$ cat src/rsw_pkg.sv
// Shared types and constants of the run-length span window decoder.
`default_nettype none
package rsw_pkg;

  localparam int QUEUE_DEPTH = 2;

  typedef enum logic {
    OP_START = 1'b0,
    OP_WORD  = 1'b1
  } rsw_op_t;

  typedef enum logic {
    KIND_LITERAL = 1'b0,
    KIND_FILL    = 1'b1
  } rsw_kind_t;

  typedef enum logic [2:0] {
    PH_IDLE   = 3'd0,
    PH_HEADER = 3'd1,
    PH_SKIP   = 3'd2,
    PH_LIT    = 3'd3,
    PH_DONE   = 3'd4
  } rsw_phase_t;

  typedef struct packed {
    logic               op;
    logic [14:0]        start_pos;
    logic [9:0]         window_count;
    logic signed [15:0] data_word;
  } rsw_in_t;

  typedef struct packed {
    logic        kind;
    logic [15:0] word;
    logic [9:0]  span_length;
    logic [9:0]  dest_index;
    logic        last;
  } rsw_out_t;

  // Classified request as held in the queue between front and back.
  typedef struct packed {
    logic        is_start;
    logic [14:0] start_pos;
    logic [9:0]  window_count;
    logic        window_zero;
    logic [15:0] raw_word;
    logic        fill_run;
    logic [15:0] run_len;
  } rsw_cmd_t;

  typedef struct packed {
    logic full;
    logic empty;
  } rsw_q_status_t;

endpackage : rsw_pkg
`default_nettype wire

$ cat src/rsw_front.sv
// Front end: accept requests and classify them into queue commands.
`default_nettype none
module rsw_front #(
  parameter int MAX_WINDOW = 1024
) (
  input  wire                    in_valid,
  output logic                   in_stall,
  input  rsw_pkg::rsw_in_t       in_data,
  input  rsw_pkg::rsw_q_status_t q_status,
  output logic                   push,
  output rsw_pkg::rsw_cmd_t      push_cmd
);
  import rsw_pkg::*;

  localparam int WcMax = MAX_WINDOW - 1;

  logic [12:0] wc_ext;
  logic [12:0] wc_max_ext;
  logic [9:0]  wc_clip;
  logic [15:0] raw;
  logic        negative;

  assign in_stall   = q_status.full;
  assign push       = in_valid && !q_status.full;

  assign wc_ext     = {3'b000, in_data.window_count};
  assign wc_max_ext = 13'(WcMax);
  assign wc_clip    = (wc_ext > wc_max_ext) ? wc_max_ext[9:0] : in_data.window_count;

  assign raw        = in_data.data_word;
  assign negative   = raw[15];

  always_comb begin
    push_cmd.is_start     = (in_data.op == OP_START);
    push_cmd.start_pos    = in_data.start_pos;
    push_cmd.window_count = wc_clip;
    push_cmd.window_zero  = (wc_clip == 10'd0);
    push_cmd.raw_word     = raw;
    push_cmd.fill_run     = negative;
    // magnitude of a fill header; a literal header is its own count
    push_cmd.run_len      = negative ? (16'd0 - raw) : raw;
  end

endmodule : rsw_front
`default_nettype wire

$ cat src/rsw_queue.sv
// Short command queue between the front end and the decode back end.
`default_nettype none
module rsw_queue (
  input  wire                    clk,
  input  wire                    rst_n,
  input  wire                    push,
  input  rsw_pkg::rsw_cmd_t      push_cmd,
  input  wire                    pop,
  output rsw_pkg::rsw_cmd_t      head_cmd,
  output rsw_pkg::rsw_q_status_t status
);
  import rsw_pkg::*;

  localparam int PtrW = (QUEUE_DEPTH > 1) ? $clog2(QUEUE_DEPTH) : 1;
  localparam int CntW = $clog2(QUEUE_DEPTH + 1);

  rsw_cmd_t        entry_r [QUEUE_DEPTH];
  logic [PtrW-1:0] wr_ptr_r, wr_ptr_nxt;
  logic [PtrW-1:0] rd_ptr_r, rd_ptr_nxt;
  logic [CntW-1:0] count_r, count_nxt;

  function automatic logic [PtrW-1:0] ptr_inc(input logic [PtrW-1:0] p);
    return (p == PtrW'(QUEUE_DEPTH - 1)) ? '0 : p + PtrW'(1);
  endfunction

  assign status.full  = (count_r == CntW'(QUEUE_DEPTH));
  assign status.empty = (count_r == '0);
  assign head_cmd     = entry_r[rd_ptr_r];

  always_comb begin
    wr_ptr_nxt = push ? ptr_inc(wr_ptr_r) : wr_ptr_r;
    rd_ptr_nxt = pop  ? ptr_inc(rd_ptr_r) : rd_ptr_r;
    count_nxt  = count_r;
    if (push && !pop) begin
      count_nxt = count_r + CntW'(1);
    end else if (pop && !push) begin
      count_nxt = count_r - CntW'(1);
    end
  end

  always_ff @(posedge clk) begin
    if (!rst_n) begin
      wr_ptr_r <= '0;
      rd_ptr_r <= '0;
      count_r  <= '0;
    end else begin
      wr_ptr_r <= wr_ptr_nxt;
      rd_ptr_r <= rd_ptr_nxt;
      count_r  <= count_nxt;
    end
  end

  // hold payload, no reset needed
  always_ff @(posedge clk) begin
    if (push) begin
      entry_r[wr_ptr_r] <= push_cmd;
    end
  end

endmodule : rsw_queue
`default_nettype wire

$ cat src/rsw_back.sv
// Back end: run-length decode state machine and registered result.
`default_nettype none
module rsw_back (
  input  wire                    clk,
  input  wire                    rst_n,
  input  wire                    cfg_wr_en,
  input  wire  [15:0]            cfg_wr_data,
  input  rsw_pkg::rsw_cmd_t      head_cmd,
  input  rsw_pkg::rsw_q_status_t q_status,
  output logic                   pop,
  output logic                   out_valid,
  input  wire                    out_stall,
  output rsw_pkg::rsw_out_t      out_data
);
  import rsw_pkg::*;

  logic [15:0] fill_value_r;
  rsw_phase_t  phase_r, phase_nxt;
  logic [14:0] row_pos_r, row_pos_nxt;
  logic [15:0] skip_left_r, skip_left_nxt;
  logic [15:0] run_left_r, run_left_nxt;
  logic        run_is_lit_r, run_is_lit_nxt;
  logic [9:0]  window_left_r, window_left_nxt;
  logic [9:0]  dest_pos_r, dest_pos_nxt;
  logic [14:0] target_r, target_nxt;
  logic        out_valid_r, out_valid_nxt;
  rsw_out_t    out_data_r, out_data_nxt;

  logic        advance;
  logic [16:0] run_end;
  logic [14:0] offset;
  logic [15:0] remain;
  logic [9:0]  fill_cnt;
  logic [9:0]  fill_left;
  logic [9:0]  lit_left;
  logic [15:0] skip_dec;

  assign advance   = !out_valid_r || !out_stall;
  assign pop       = advance && !q_status.empty;
  assign out_valid = out_valid_r;
  assign out_data  = out_data_r;

  assign run_end   = {2'b00, row_pos_r} + {1'b0, head_cmd.run_len};
  assign offset    = target_r - row_pos_r;
  assign remain    = head_cmd.run_len - {1'b0, offset};
  assign fill_cnt  = (remain < {6'd0, window_left_r}) ? remain[9:0] : window_left_r;
  assign fill_left = window_left_r - fill_cnt;
  assign lit_left  = window_left_r - 10'd1;
  assign skip_dec  = (skip_left_r != 16'd0) ? skip_left_r - 16'd1 : skip_left_r;

  always_comb begin
    phase_nxt       = phase_r;
    row_pos_nxt     = row_pos_r;
    skip_left_nxt   = skip_left_r;
    run_left_nxt    = run_left_r;
    run_is_lit_nxt  = run_is_lit_r;
    window_left_nxt = window_left_r;
    dest_pos_nxt    = dest_pos_r;
    target_nxt      = target_r;
    out_valid_nxt   = advance ? 1'b0 : out_valid_r;
    out_data_nxt    = out_data_r;

    if (pop) begin
      if (head_cmd.is_start) begin
        target_nxt      = head_cmd.start_pos;
        window_left_nxt = head_cmd.window_count;
        dest_pos_nxt    = '0;
        row_pos_nxt     = '0;
        skip_left_nxt   = '0;
        run_left_nxt    = '0;
        run_is_lit_nxt  = 1'b0;
        phase_nxt       = head_cmd.window_zero ? PH_DONE : PH_HEADER;
      end else begin
        unique case (phase_r)
          PH_HEADER: begin
            run_is_lit_nxt = !head_cmd.fill_run;
            if (run_end <= {2'b00, target_r}) begin
              // whole run ends at or before the window start
              row_pos_nxt = run_end[14:0];
              if (!head_cmd.fill_run && head_cmd.run_len != 16'd0) begin
                skip_left_nxt = head_cmd.run_len;
                run_left_nxt  = '0;
                phase_nxt     = PH_SKIP;
              end
            end else begin
              row_pos_nxt = target_r;
              if (!head_cmd.fill_run) begin
                skip_left_nxt = {1'b0, offset};
                run_left_nxt  = remain;
                phase_nxt     = (offset != 15'd0) ? PH_SKIP : PH_LIT;
              end else begin
                window_left_nxt          = fill_left;
                out_valid_nxt            = 1'b1;
                out_data_nxt.kind        = KIND_FILL;
                out_data_nxt.word        = fill_value_r;
                out_data_nxt.span_length = fill_cnt;
                out_data_nxt.dest_index  = dest_pos_r;
                out_data_nxt.last        = (fill_left == 10'd0);
                dest_pos_nxt             = dest_pos_r + fill_cnt;
                if (fill_left == 10'd0) begin
                  phase_nxt = PH_DONE;
                end
              end
            end
          end
          PH_SKIP: begin
            skip_left_nxt = skip_dec;
            if (skip_dec == 16'd0) begin
              phase_nxt = (run_left_r != 16'd0) ? PH_LIT : PH_HEADER;
            end
          end
          PH_LIT: begin
            window_left_nxt          = lit_left;
            run_left_nxt             = run_left_r - 16'd1;
            out_valid_nxt            = 1'b1;
            out_data_nxt.kind        = KIND_LITERAL;
            out_data_nxt.word        = head_cmd.raw_word;
            out_data_nxt.span_length = 10'd1;
            out_data_nxt.dest_index  = dest_pos_r;
            out_data_nxt.last        = (lit_left == 10'd0);
            dest_pos_nxt             = dest_pos_r + 10'd1;
            if (lit_left == 10'd0) begin
              phase_nxt = PH_DONE;
            end else if (run_left_r == 16'd1) begin
              phase_nxt = PH_HEADER;
            end
          end
          PH_IDLE, PH_DONE: begin
            // drop the word
          end
          default: begin
            phase_nxt = PH_IDLE;
          end
        endcase
      end
    end
  end

  always_ff @(posedge clk) begin
    if (!rst_n) begin
      fill_value_r  <= '0;
      phase_r       <= PH_IDLE;
      row_pos_r     <= '0;
      skip_left_r   <= '0;
      run_left_r    <= '0;
      run_is_lit_r  <= 1'b0;
      window_left_r <= '0;
      dest_pos_r    <= '0;
      target_r      <= '0;
      out_valid_r   <= 1'b0;
    end else begin
      if (cfg_wr_en) begin
        fill_value_r <= cfg_wr_data;
      end
      phase_r       <= phase_nxt;
      row_pos_r     <= row_pos_nxt;
      skip_left_r   <= skip_left_nxt;
      run_left_r    <= run_left_nxt;
      run_is_lit_r  <= run_is_lit_nxt;
      window_left_r <= window_left_nxt;
      dest_pos_r    <= dest_pos_nxt;
      target_r      <= target_nxt;
      out_valid_r   <= out_valid_nxt;
    end
  end

  always_ff @(posedge clk) begin
    out_data_r <= out_data_nxt;
  end

endmodule : rsw_back
`default_nettype wire

$ cat src/rle_span_window_decoder_unit.sv
// Top level of the run-length span window decoder.
//
// Decodes one run-length coded row and emits a window of it. Send a start
// request (op = 0) with start_pos and window_count, then the row's coded
// words (op = 1): a header n >= 0 is followed by n literal words, a header
// n < 0 stands for |n| fill words. Each literal inside the window comes out
// as its own result (span_length 1); each fill run comes out as one span
// carrying the fill_value register, clipped to what is left of the window.
// The window's final result has last set; words after it, and words before
// any start, are dropped until the next start. A zero-width window gives no
// results, and window_count is clipped to MAX_WINDOW - 1.
// Rate: one request per cycle, result or not, unless the output stalls.
// The front classifies each request and writes it into a two-entry queue in
// the cycle it is accepted; the back pops one request per cycle while it
// advances and writes the result register, so each request passes through a
// queue entry and then the result register. The back advances only
// while the result register is empty or being taken, so a stalled output
// backs up through the queue to in_stall.
// Write fill_value only while the block is idle.
`default_nettype none
module rle_span_window_decoder_unit #(
  parameter int MAX_WINDOW = 1024
) (
  input  wire               clk,
  input  wire               rst_n,
  input  wire               in_valid,
  output logic              in_stall,
  input  rsw_pkg::rsw_in_t  in_data,
  output logic              out_valid,
  input  wire               out_stall,
  output rsw_pkg::rsw_out_t out_data,
  input  wire               cfg_wr_en,
  input  wire  [15:0]       cfg_wr_data
);
  import rsw_pkg::*;

  rsw_q_status_t q_status;
  rsw_cmd_t      push_cmd;
  rsw_cmd_t      head_cmd;
  logic          push;
  logic          pop;

  // accept and classify requests
  rsw_front #(
    .MAX_WINDOW (MAX_WINDOW)
  ) u_front (
    .in_valid (in_valid),
    .in_stall (in_stall),
    .in_data  (in_data),
    .q_status (q_status),
    .push     (push),
    .push_cmd (push_cmd)
  );

  // decouple front from back
  rsw_queue u_queue (
    .clk      (clk),
    .rst_n    (rst_n),
    .push     (push),
    .push_cmd (push_cmd),
    .pop      (pop),
    .head_cmd (head_cmd),
    .status   (q_status)
  );

  // decode runs and register results
  rsw_back u_back (
    .clk         (clk),
    .rst_n       (rst_n),
    .cfg_wr_en   (cfg_wr_en),
    .cfg_wr_data (cfg_wr_data),
    .head_cmd    (head_cmd),
    .q_status    (q_status),
    .pop         (pop),
    .out_valid   (out_valid),
    .out_stall   (out_stall),
    .out_data    (out_data)
  );

endmodule : rle_span_window_decoder_unit
`default_nettype wire

$ cat config.mk
export PLATFORM = sky130hd
export DESIGN_NAME = rle_span_window_decoder_unit
export DESIGN_NICKNAME = d
export VERILOG_FILES = /design/src/rsw_pkg.sv /design/src/rsw_front.sv /design/src/rsw_queue.sv /design/src/rsw_back.sv /design/src/rle_span_window_decoder_unit.sv
export SDC_FILE = /design/constraint.sdc
export NUM_CORES = 1
export LEC_CHECK = 0
export ABC_AREA = 1
export BUFFER_PORTS_ARGS = -buffer_cell sky130_fd_sc_hd__buf_2
export CAP_MARGIN = 5
export CORE_ASPECT_RATIO = 0.6
export CORE_MARGIN = 4
export CORE_UTILIZATION = 55
export DETAILED_ROUTE_END_ITERATION = 12
export PLACE_DENSITY = 0.74
export SETUP_SLACK_MARGIN = 0.5
export SYNTH_ARGS = -nofsm -noshare
export SYNTH_HDL_FRONTEND = slang
export SYNTH_SLANG_ARGS = --single-unit
$ cat constraint.sdc
create_clock -name clk -period 10.9 [get_ports clk]
set_clock_uncertainty 0.2 [all_clocks]
set_input_delay 0.545 -clock clk [delete_from_list [all_inputs] [get_ports clk]]
set_output_delay 0.545 -clock clk [all_outputs]
set_load 0.1 [all_outputs]
## Word level (Yosys, flattened, before mapping)

Memories as Yosys holds them, arrays and structs flattened. A register that Yosys moved wholly into a read port is not among the register bits.
Cells that the tools add are included.

- Reduce and logical (&&, ||, !) cells: 36
- Equal/unequal tests: 16
- $lt $le $gt $ge: 3
- Bitwise operators: 2
- Mux-type cells: 54
- Add/sub/neg operators: 14

Operators by type and width:

| kind | number |
|---|---|
| 16-bit 2-to-1 mux | 10 |
| 10-bit 2-to-1 mux | 8 |
| 38-bit 2-to-1 mux | 2 |
| 38-bit one-hot mux with 2 select lines | 1 |
| 16-bit one-hot mux with 2 select lines | 2 |
| 16-bit nonzero test | 3 |
| 15-bit 2-to-1 mux | 3 |
| 10-bit one-hot mux with 2 select lines | 2 |
| 16-bit by 1-bit subtractor with 16-bit output (second input constant) | 2 |
| 10-bit logical NOT | 3 |
| 3-bit 2-to-1 mux | 9 |
| 15-bit by 16-bit adder with 17-bit output | 1 |
| 17-bit by 15-bit less-or-equal comparator with 1-bit output | 1 |
| 16-bit by 1-bit equality test with 1-bit output (second input constant) | 1 |
| 16-bit logical NOT | 1 |
| 16-bit by 10-bit < comparator with 1-bit output | 1 |
| 1-bit by 16-bit subtractor with 16-bit output (first input constant) | 1 |
| 16-bit by 15-bit subtractor with 16-bit output | 1 |
| 15-bit nonzero test | 1 |
| 15-bit subtractor | 1 |
| 1-bit 2-to-1 mux | 12 |
| 3-bit one-hot mux with 4 select lines | 1 |
| 4-bit AND reduction | 3 |
| 10-bit by 1-bit adder with 10-bit output (second input constant) | 1 |
| other kinds (32) | 54 |

- Bits in writable memories: 120
- Logic and storage cells: 143
- Output and inout port bits: 40
- Bits of input ports: 63
- Memories: 1
- Bits in registers: 144

Memory list:

| name | depth | bits a word | rd ports | clocked after memory_dff | wr ports | RTL line | text |
|---|---|---|---|---|---|---|---|
| u_queue.entry_r | 2 | 60 | 1 | 1 | 1 | rsw_queue.sv:17 | `rsw_cmd_t entry_r [QUEUE_DEPTH];` |

## Longest topological paths before layout

Gate-level depths: netlist of the first run.

- Word-level depth: 11
- Mapped depth: 44
- Mapped depth without buffers: 44

## Hierarchy

A second synthesis of the first run with hierarchy kept.

- Cell total of the unflattened synthesis: 1,963
- Area, all modules: 16,488.3 um^2

Modules (own cells, without submodules):

| module | area each (um^2) | times used | seq. area each (um^2) | cells an instance |
|---|---|---|---|---|
| rsw_back | 10,862.9 | 1 | 3,183.1 | 1,598 |
| rsw_queue | 4,863.4 | 1 | 3,703.6 | 222 |
| rsw_front | 762.0 | 1 | 0.0 | 143 |

## Worst setup path after synthesis of the first run

OpenSTA, ideal clock, no wires.

- Kind: reg-to-reg
- Start point: register u_back.target_r[0]
- End point: register u_back.dest_pos_r[8]
- Cell stages (with the launch flop): 44
- Setup slack: 4,798 ps
- Library setup time: 70 ps
- Data required time: 10,630 ps
- Arrival: 5,832 ps
- Path buffers: 0
- Period minus slack after synthesis: 6,102 ps
- Cell sequence: dfxtp_1 > inv_1 > ha_1 > inv_1 > fa_1 > nand2_1 > nand2_1 > nand2_1 > xor2_1 > ha_1 > inv_1 > o21ai_0 > a21oi_1 > o21ai_0 > nand3_1 > nand2_1 > nand2_1 > xor2_1 > [... 8 more ...] > nand2_1 > nand2_1 > o21ai_0 > or2_2 > ha_1 > fa_1 > nand2_1 > inv_1 > nor2_1 > o21bai_1 > a21oi_1 > o21bai_1 > nand2_1 > nand2_1 > a21oi_1 > xnor2_1 > nand2_1 > a21oi_1

- Longest elaborated chain between the ends: 9
- Elaborated cells on any way between the ends: 12
- Those cells by class: 3 x add/sub; 2 x order compare; 1 x eq/ne; 5 x mux; 1 x reduce/logical

Ends and longest elaborated chain:

| what | RTL line | text |
|---|---|---|
| start: declaration | rsw_back.sv:25 | `logic [14:0] target_r, target_nxt;` |
| start signal: assignment | rsw_back.sv:162 | `target_r <= target_nxt;` |
| 15-bit subtractor (*) | rsw_back.sv:44 | `assign offset = target_r - row_pos_r;` |
| 16-bit by 15-bit subtractor with 16-bit output (*) | rsw_back.sv:45 | `assign remain = head_cmd.run_len - {1'b0, offset};` |
| 16-bit by 10-bit < comparator with 1-bit output | rsw_back.sv:46 | `assign fill_cnt = (remain < {6'd0, window_left_r}) ? remain[9:0] : window_left_r;` |
| 10-bit 2-to-1 mux (*) | rsw_back.sv:46 |  |
| via u_back.fill_cnt[0] | rsw_back.sv:33 | `logic [9:0] fill_cnt;` |
| 10-bit adder (*) | rsw_back.sv:99 | `dest_pos_nxt = dest_pos_r + fill_cnt;` |
| 10-bit 2-to-1 mux (*) | rsw_back.sv:87 | `if (!head_cmd.fill_run) begin` |
| 10-bit 2-to-1 mux (*) | rsw_back.sv:77 | `if (run_end <= {2'b00, target_r}) begin` |
| 10-bit one-hot mux with 2 select lines (*) | rsw_back.sv:74 | `unique case (phase_r)` |
| 10-bit 2-to-1 mux (*) | rsw_back.sv:64 | `if (head_cmd.is_start) begin` |
| end signal: assignment | rsw_back.sv:161 | `dest_pos_r <= dest_pos_nxt;` |
| end: declaration | rsw_back.sv:24 | `logic [9:0] dest_pos_r, dest_pos_nxt;` |

The timed path passes the listed nets; every way through them passes the cells marked *. The select of a mux whose other input is x is not followed.
A chain may end at the register's enable or synchronous reset.

==> results of run 1 <==
-- through the flow --
step | instance area [um2] | cells | setup slack [ps] | hold WS [ps]
after global routing | 17600 | 2453 | 1820 | 2.74
after global placement | 16400 | 2378 | 2930 | 231
after CTS | 17600 | 2452 | 2720 | 0.114
after detailed placement | 16400 | 2378 | 2750 | 258
after floorplan | 15600 | 1970 | 4800 | 225
final | 17600 | 2453 | 2560 | 13.7
-- timing repair --
action | 4_1_cts | 5_1_grt
hold buffers | 26 | 0
endpoints found under the setup margin | 0 | 0
endpoints found under the hold margin | 50 | 0
-- final cells by class --
class	instances	share of cell area (%)
clock buffer	38	4.31
sequential	261	38.5
clock inverter	10	0.733
multi-input combinational	1408	44.0
antenna	1	0.0142
tap	367	2.61
inverter	227	4.85
timing repair buffer	141	4.94
-- worst max-delay path, delay by kind of cell (launching register included) --
family | cells | cell delay, ps
buffers and inverters | 8 | 2430
AND/OR/NAND/NOR | 14 | 2360
AO/OA/AOI/OAI | 12 | 2000
adder cells (fa/ha/maj) | 2 | 550
flip-flops | 1 | 310
XOR/XNOR | 1 | 260
-- sequential cells by signal, indices dropped and copies added, names as in the netlist, named ones only --
signal	cells
u_back.target_r	15
u_back.row_pos_r	15
u_queue.count_r	2
u_queue.wr_ptr_r	1
u_back.out_valid	1
u_back.fill_value_r	16
u_back.phase_r	3
u_back.run_left_r	16
u_back.dest_pos_r	10
u_queue.rd_ptr_r	1
u_back.window_left_r	10
u_back.skip_left_r	16
u_back.out_data	38
u_queue.entry_r	116
-- logic make-up after synthesis --
logic type,Yosys count,share of synthesized area [%]
DFF,261,43.3
adders and majority gates,89,7.37
and+or+nand+nor,855,23.5
xor gates and xnor gates,70,3.92
buffers and inverters,301,7.30
AOI/OAI and AO/OA,394,14.6
-- layout by cell type (no fill, tap or decap), drive strengths merged, types with 3 or more instances in the layout --
master,count
o221ai,3
fa,5
a31oi,34
o21a,5
nand4,34
clkinv,8
nor2,191
xor2,56
nor3,27
a221oi,3
inv,225
a211oi,16
o22ai,3
nand2,467
ha,84
dfxtp,107
a32oi,7
clkbuf,38
a21boi,4
o21bai,10
buf,115
nor4,12
o31ai,4
nand3,99
o211ai,23
o21ai,120
xnor2,14
dlygate4sd3,26
a21oi,156
nand3b,6
edfxtp,154
or2,18
-- final timing paths --
check	end	slack, ps
max reg2reg	u_back.run_left_r[8]	2560
min	u_back.fill_value_r[9]	10
min reg2reg	u_back.out_data[5]	270
max	u_back.run_left_r[8]	2560
-- per-layer routing --
layer  GRT usage (%)  wire length (um)  share of wire [%]
met5               0                 0                  0
met4            4.93               612                1.3
met3            8.55              6270                 14
met2            37.6             17900                 39
met1            46.7             21500                 46
==> impl_results.md, run 1 <==
- CP Data Arrival Time: 8540 ps
- Clock buffer count from CTS: 26
- Core area: 27,800 um2
- Top post-synthesis cells by count: nand2_1, inv_1, nor2_1
- H-tree lvl count: 1
- Relative slew slack: 17.2%
- ANT nets after route: 0
- Flops & latches, synth: 261
- Dominant cell by count in the synthesized netlist: nand2_1
- Worst EP required: 11,090 ps
- Highest clock rate: 120 MHz
- 1st-iter DRT viols: 1,975
- Storage element area: 6770 um2
- Fin Setup TNS: 0 ps
- Clock Sinks: 261
- Max incr delay on CP: 560 ps
- Die area: 31,300 um2
- Syn Nets: 2,122
- Drt drc: 0
- Worst hold path type: input pin to register
- CTS Root Cell: clkbuf_16
- Final nets: 2,217
- Die Ht: 139 um
- Initial antenna violation count: 1
- Die W: 226 um
- Detailed Route WL: 46.3 mm
- CP startpoint kind: register
- Area of the multi-input gates: 7740 um2
- Clk buf depth: 3
- CTS clk-pin slew, worst paths: 70 ps
- Cell Area, Synth: 15,600 um2
- First-pass GRT wire length: 72.0 mm
- Post-synth EDFFs: 154
- Cells after synthesis: 1,970
- CP max FO: 59
- Tightest Pin Transition: 1240 ps
- I/O Buffers: 102
- Max-cap viol count: 0
- Post_cts resized: 0
- Total I/O pin count: 103
- Cell variety after synth: 54
- Initial Util: 56.3%
- Worst r2r path cells: 37
- TritonRoute pass-1 iters: 6
- Unrepaired setup endpoints after global routing: no
- Post-DP HPWL: 33.7 mm
- Hold Path Cell Cnt: 3
- Row count: 47
- Slowest CP cell: nand2_1
- Final setup violation count: 0
- DR vias/cell: 5.86
- Share of layout cells above drive strength 1: 10.5%
- GP Congestion: 1.04
- CTS tree: built
- Fillers: 2,402
- P&R area growth vs syn: 12.5%
- Most area-hungry cell type in the Yosys netlist: edfxtp_1
- Yosys warning count: 0
- Worst path most repeated cell: nand2_1
- Mapped Avg Cell Area: 7.93 um2
- Status: finished clean
- GR Overflow Total: 0
- Final hold vios: 0
- CP endpoint kind: register
- Fin crit share: 76.6%
- Fin. max-slew vios: 0
- Largest net degree at the start of global routing: 69
- Clock Latency Late Sink: 560 ps
- Via Count: 14,400
- Post-synth top area share: 29.6%
- Top post-synthesis cells by area: edfxtp_1, dfxtp_1, nand2_1
- Vias in the first global route: 12,900
- Fraction of registers with async set/reset: 0%
- Post-CTS setup buffers: 0
- Final min period: 8340 ps
- Main synth FF type: edfxtp_1
- Sequential share of the synthesized area: 43.3%
- Crit Path Class: register to register
- Wirelength per Cell: 18.9 um
- Total track usage: 28.7%
- Hold path startpoint: cfg_wr_data[9]
- Final core utilization: 63.3%
Power of run 1 is not shown: default switching activity piles up to over one toggle a cycle in this logic, so the estimate is an artifact.
==> run 2, diff against run 1 <==
--- a/config.mk
+++ b/config.mk
@@ -5,14 +5,14 @@
 export SDC_FILE = /design/constraint.sdc
 export NUM_CORES = 1
 export LEC_CHECK = 0
-export ABC_AREA = 1
+export ABC_AREA = 0
 export BUFFER_PORTS_ARGS = -buffer_cell sky130_fd_sc_hd__buf_2
 export CAP_MARGIN = 5
 export CORE_ASPECT_RATIO = 0.6
 export CORE_MARGIN = 4
 export CORE_UTILIZATION = 55
 export DETAILED_ROUTE_END_ITERATION = 12
-export PLACE_DENSITY = 0.74
+export PLACE_DENSITY = 0.77
 export SETUP_SLACK_MARGIN = 0.5
 export SYNTH_ARGS = -nofsm -noshare
 export SYNTH_HDL_FRONTEND = slang
==> constraint.sdc (replaced) <==
create_clock -name clk -period 7.5 [get_ports clk]
set_clock_uncertainty 0.2 [all_clocks]
set_input_delay 0.375 -clock clk [delete_from_list [all_inputs] [get_ports clk]]
set_output_delay 0.375 -clock clk [all_outputs]
set_load 0.1 [all_outputs]
==> run 2 against run 1 <==
Net effect:
- non-clock buffer count grew 119
- via count shrank 5.0%
- synthesized cell count shrank 18%
- global-route usage grew 0.82 points
- fmax grew 18%
- flip-flop and latch count is the same
- first-iteration DRC count shrank 9.5%
- core utilization grew 6.4 points
- worst hold slack gained 59 ps
- worst setup slack lost 2100 ps
- critical path type unchanged
- largest cell class unchanged
==> impl_results.md, run 2 <==
- CP Data Arrival Time: 7210 ps (-1330 ps)
- CTS tree: built
- Final hold vios: 0 (unchanged)
- Area of the multi-input gates: 9020 um2 (+17%)
- Dominant cell by count in the synthesized netlist: edfxtp_1
- Clk buf depth: 3 (unchanged)
- Final core utilization: 69.8% (+6.4 points)
- Flops & latches, synth: 261 (unchanged)
- Fin crit share: 94.4% (+18 points)
- Crit Path Class: register to register
- Fraction of registers with async set/reset: 0% (unchanged)
- GR Overflow Total: 0 (unchanged)
- Most frequent cells in the layout: edfxtp_1, nand2_1, buf_2
- Core area: 27,800 um2 (+0.21%)
- Syn Nets: 1,766 (-17%)
- Drt drc: 0 (unchanged)
- Die W: 226 um (+0.14%)
- Largest register FFs: 116 (unchanged)
- Initial antenna violation count: 1 (unchanged)
- Cell Area, Synth: 15,700 um2 (+0.30%)
- Storage element area: 6780 um2 (+0.17%)
- Highest clock rate: 141 MHz (+18%)
- Total track usage: 29.5% (+0.82 points)
- Fin. max-slew vios: 0 (unchanged)
- Detailed Route WL: 47.6 mm (+2.9%)
- Final setup violation count: 0 (unchanged)
- Final Instance Area: 19,400 um2 (+10%)
- H-tree lvl count: 1 (unchanged)
- Mapped Avg Cell Area: 9.71 um2 (+22%)
- Largest net degree at the start of global routing: 85 (+23%)
- Post-synth top area share: 29.5% (-0.087 points)
- GP Congestion: 0.986 (-4.9%)
- Tightest Pin Transition: 1090 ps (-154 ps)
- Leading cell type in the layout, fill and taps excluded: edfxtp_1
- Vias in the first global route: 13,000 (+1.2%)
- Row count: 47 (unchanged)
- Clock Latency Late Sink: 580 ps (+20 ps)
- Cells after synthesis: 1,614 (-18%)
- Slowest CP cell: or4b_4
- First-pass GRT wire length: 73.8 mm (+2.5%)
- CTS clk-pin slew, worst paths: 70 ps (about the same)
- Fillers: 1,991 (-17%)
- Cell variety after synth: 82 (+52%)
- Top post-synthesis cells by count: edfxtp_1, nand2_1, nor2_1
- Unrepaired setup endpoints after global routing: yes
- Via Count: 13,700 (-5.0%)
- Die Ht: 139 um (+0.14%)
- CP startpoint kind: register
- Max-cap viol count: 0 (unchanged)
- Placed Instance Area: 17,000 um2 (+3.3%)
- Most area-hungry cell type in the Yosys netlist: edfxtp_1
- P&R area growth vs syn: 23.9%
- Largest Register: u_queue.entry_r
- Worst EP required: 7630 ps (-3460 ps)
- Top post-synthesis cells by area: edfxtp_1, dfxtp_1, ha_1
- Share of layout cells above drive strength 1: 21.5% (+11 points)
- Final worst setup slack: 417 ps (-2140 ps)
- Post-DP HPWL: 32.3 mm (-4.3%)
- TritonRoute pass-1 iters: 6 (unchanged)
- Wirelength per Cell: 21.6 um (+14%)
- Post-synth EDFFs: 154 (unchanged)
- Status: finished clean
- Setup WS pre-CTS: -5.70 ps (-2750 ps)
- Final nets: 1,972 (-11%)
- Worst hold path type: input pin to register
- Antenna Cells: 0 (-1)
- Final min period: 7080 ps (-1260 ps)
- 1st-iter DRT viols: 1,788 (-9.5%)
- Total I/O pin count: 103 (unchanged)
- Max incr delay on CP: 520 ps (-40 ps)
- Sequential share of the synthesized area: 43.2% (-0.13 points)
- Initial Util: 56.3% (about the same)
- Clock Sinks: 261 (unchanged)
- DR vias/cell: 6.19 (+5.6%)
- I/O Buffers: 102 (unchanged)
- Clock buffer count from CTS: 25 (-3.8%)
- CP max FO: 26 (-56%)
- Main synth FF type: edfxtp_1
- Relative slew slack: 27.2% (+10 points)
- CTS Root Cell: clkbuf_16
- Die area: 31,300 um2 (+0.28%)
- Yosys warning count: 0 (unchanged)
- CP endpoint kind: register
- ANT nets after route: 0 (unchanged)
run 2: cell count changes in the layout (fill, tap and decap cells not counted), moves of 63 or more:
cell / change
nand2_1: -318
buf_4: +79
inv_1: -123
nand3_1: -63
mux2i_1: +88
nor2_1: -84
a21oi_1: -84
run 2: area by class of cell:
cell class | count | share of cell area [%]
inverter | 96 | 1.86
sequential | 261 | 34.9
timing repair buffer | 260 | 9.82
tap | 367 | 2.37
clock buffer | 36 | 3.87
multi-input combinational | 1176 | 46.5
clock inverter | 10 | 0.658
run 2: metal layers:
metal | GRT usage (%) | vias up | share of wire [%]
li1 | - | 6309 | -
met1 | 44.3 | 6586 | 44
met2 | 42.7 | 691 | 42
met3 | 9.10 | 66 | 12
met4 | 4.86 | 0 | 1.7
met5 | 0 | - | 0
run 2: critical path: cells and delay by family, from the launching register on:
kind,cells,cell delay (ps)
AOI/OAI and AO/OA,12,2160
and+or+nand+nor,7,1550
adders and majority gates,5,1370
buffers and inverters,7,780
DFF,1,320
xor gates and xnor gates,2,300
muxes,1,170
run 2: logic make-up (layout without fill, tap and decap cells):
kind of cell | count (synthesis) | in the layout | synth area share, %
compound gates | 385 | 385 | 16.7
flops | 261 | 261 | 43.2
fa+ha+maj | 91 | 91 | 7.47
mux | 106 | 106 | 6.87
simple gates | 487 | 488 | 15.5
xor+xnor | 106 | 106 | 5.93
buf+inv | 178 | 402 | 4.32
run 2: per-stage QoR:
stage                     std cells  hold WS [ps]  TNS (ps)
after floorplan                1614           237         0
after global placement         2064           259         0
after detailed placement       2064           257     -5.70
after CTS                      2194          65.9         0
after global routing           2206           103         0
final                          2206          72.6         0
run 2: repair_timing:
| item | 4_1_cts | 5_1_grt |
|---|---|---|
| pin swaps | 48 | 52 |
| cloned | 1 | 0 |
| gates resized for setup | 56 | 90 |
| endpoints found under the hold margin | 103 | 0 |
| setup buffers | 24 | 12 |
| hold buffers | 59 | 0 |
| setup endpoints to repair | 82 | 95 |
run 2: path summary, 6_finish.rpt:
check | startpoint | to | slack, ps | cells after the start
worst min-delay path | in_valid | u_queue.wr_ptr_r | 70 | 4
worst max-delay path | u_back.target_r[0] | u_back.out_data[0] | 420 | 34
worst max register to register | u_back.target_r[0] | u_back.out_data[0] | 420 | 34
worst min register to register | u_back.dest_pos_r[4] | u_back.out_data[5] | 270 | 0
Power of run 2 is left out for the same reason.
==> run 3, diff against run 2 <==
--- a/config.mk
+++ b/config.mk
@@ -12,6 +12,7 @@
 export CORE_MARGIN = 4
 export CORE_UTILIZATION = 55
 export DETAILED_ROUTE_END_ITERATION = 12
+export HOLD_SLACK_MARGIN = 0.08
 export PLACE_DENSITY = 0.77
 export SETUP_SLACK_MARGIN = 0.5
 export SYNTH_ARGS = -nofsm -noshare
==> run 3 against run 2 <==
Net effect:
- via count fell by 0.12%
- count of clock-buffer cells in the layout did not move
- critical path depth did not move
- worst hold slack improved by 88 ps
- first-iteration DRC count fell by 0.62%
==> impl_results.md, run 3 (same netlist as run 2, synthesis figures left out) <==
- GR Overflow Total: 0 (unchanged)
- Antenna Cells: 0 (unchanged)
- DR vias/cell: 6.18 (-0.16%)
- Core area: 27,800 um2 (unchanged)
- CTS tree: built
- Storage element area: 6780 um2 (unchanged)
- Largest register FFs: 116 (unchanged)
- H-tree lvl count: 1 (unchanged)
- Final min period: 7080 ps (+1.97 ps)
- CTS clk-pin slew, worst paths: 70 ps (about the same)
- CTS Root Cell: clkbuf_16
- Crit Path Class: register to register
- Row count: 47 (unchanged)
- Post-DP HPWL: 32.3 mm (unchanged)
- Detailed Route WL: 47.7 mm (+0.18%)
- Initial antenna violation count: 1 (unchanged)
- Tightest Pin Transition: 1110 ps (+21.6 ps)
- DR top layer: met4
- Vias in the first global route: 13,000 (+0.12%)
- Fin. max-slew vios: 0 (unchanged)
- Largest Register: u_queue.entry_r
- Clk buf depth: 3 (unchanged)
- Total I/O pin count: 103 (unchanged)
- Met2 wire len: 20.1 mm (about the same)
- Drt drc: 0 (unchanged)
- Leading cell type in the layout, fill and taps excluded: edfxtp_1
- Final nets: 1,973 (+0.051%)
- Total track usage: 29.5% (about the same)
- Final worst setup slack: 415 ps (-1.97 ps)
- CP max FO: 26 (unchanged)
- Placed Instance Area: 17,000 um2 (unchanged)
- I/O Buffers: 102 (unchanged)
- 1st-iter DRT viols: 1,777 (-0.62%)
- Largest net degree at the start of global routing: 85 (unchanged)
- Clock buffer count from CTS: 25 (unchanged)
- Fillers: 1,989 (-0.10%)
- Final setup violation count: 0 (unchanged)
- Final Instance Area: 19,400 um2 (about the same)
- TritonRoute pass-1 iters: 6 (unchanged)
- P&R area growth vs syn: 23.9% (about the same)
- Clock Sinks: 261 (unchanged)
- Die W: 226 um (unchanged)
- CP Data Arrival Time: 7210 ps (about the same)
- CP endpoint kind: register
- Max-cap viol count: 0 (unchanged)
- Die Ht: 139 um (unchanged)
- Highest clock rate: 141 MHz (about the same)
- Max incr delay on CP: 520 ps (about the same)
- Fin crit share: 94.5% (about the same)
- Wirelength per Cell: 21.6 um (+0.14%)
- Die area: 31,300 um2 (unchanged)
- Clock Latency Late Sink: 570 ps (about the same)
- Relative slew slack: 25.7% (-1.4 points)
- Worst hold path type: input pin to register
- GP Congestion: 0.986 (unchanged)
- Status: finished clean
- Area of the multi-input gates: 9020 um2 (unchanged)
- First-pass GRT wire length: 73.8 mm (about the same)
- Met3 routed WL: 5.55 mm (-1.5%)
- Unrepaired setup endpoints after global routing: yes
- Final core utilization: 69.8% (about the same)
- Final hold vios: 0 (unchanged)
- Initial Util: 56.3% (unchanged)
- Share of layout cells above drive strength 1: 21.5% (about the same)
- ANT nets after route: 0 (unchanged)
- M1 WL: 21.2 mm (+0.63%)
- Via Count: 13,600 (-0.12%)
- Worst EP required: 7630 ps (about the same)
- CP startpoint kind: register
- Most frequent cells in the layout: edfxtp_1, nand2_1, buf_2
- Setup WS pre-CTS: -5.70 ps (unchanged)
- Slowest CP cell: or4b_4
-- run 3: cell count changes in the layout (fill, tap and decap cells not counted) --
cell / previous run / this run
dlygate4sd3_1: 59 / 60
-- run 3: area by class of cell --
cell class,count,share of cell area [%]
Multi-Input combinational cell,1176,46.5
Sequential cell,261,34.9
Timing Repair Buffer,261,9.87
Clock buffer,36,3.87
Tap cell,367,2.36
Inverter,96,1.86
Clock inverter,10,0.657
-- run 3: final timing paths --
path | from | endpoint | slack, ps | depth (start not counted)
max reg2reg | u_back.target_r[0] | u_back.out_data[0] | 420 | 34
min reg2reg | u_back.dest_pos_r[4] | u_back.out_data[5] | 280 | 0
min | cfg_wr_en | u_back.fill_value_r[8] | 160 | 3
max | u_back.target_r[0] | u_back.out_data[0] | 420 | 34
-- run 3: timing repair --
action,4_1_cts,5_1_grt
endpoints found under the hold margin,128,0
gates cloned,1,0
endpoints found under the setup margin,82,95
pin swaps,48,52
gates resized for setup,56,90
setup buffers,24,12
hold buffers,60,0
-- run 3: through the flow --
stage               setup TNS [ps]  std cells  hold WS, ps
floorplan                        0       1614          237
finish                           0       2207          161
global placement                 0       2064          259
global route                     0       2207          177
detailed placement           -5.70       2064          257
CTS                              0       2195          144
-- run 3: layer usage --
metal	vias up	global-route usage, %
met5	-	0
met4	0	4.86
met3	79	9.10
met2	706	42.8
met1	6553	44.3
li1	6298	-
-- run 3: critical path, delay by kind of cell, from the launching register on --
kind	cells	cell delay (ps)
compound gates	12	2160
xor+xnor	2	300
fa+ha+maj	5	1370
buf+inv	7	770
flops	1	320
mux	1	160
simple gates	7	1550
Power of run 3 is left out for the same reason.
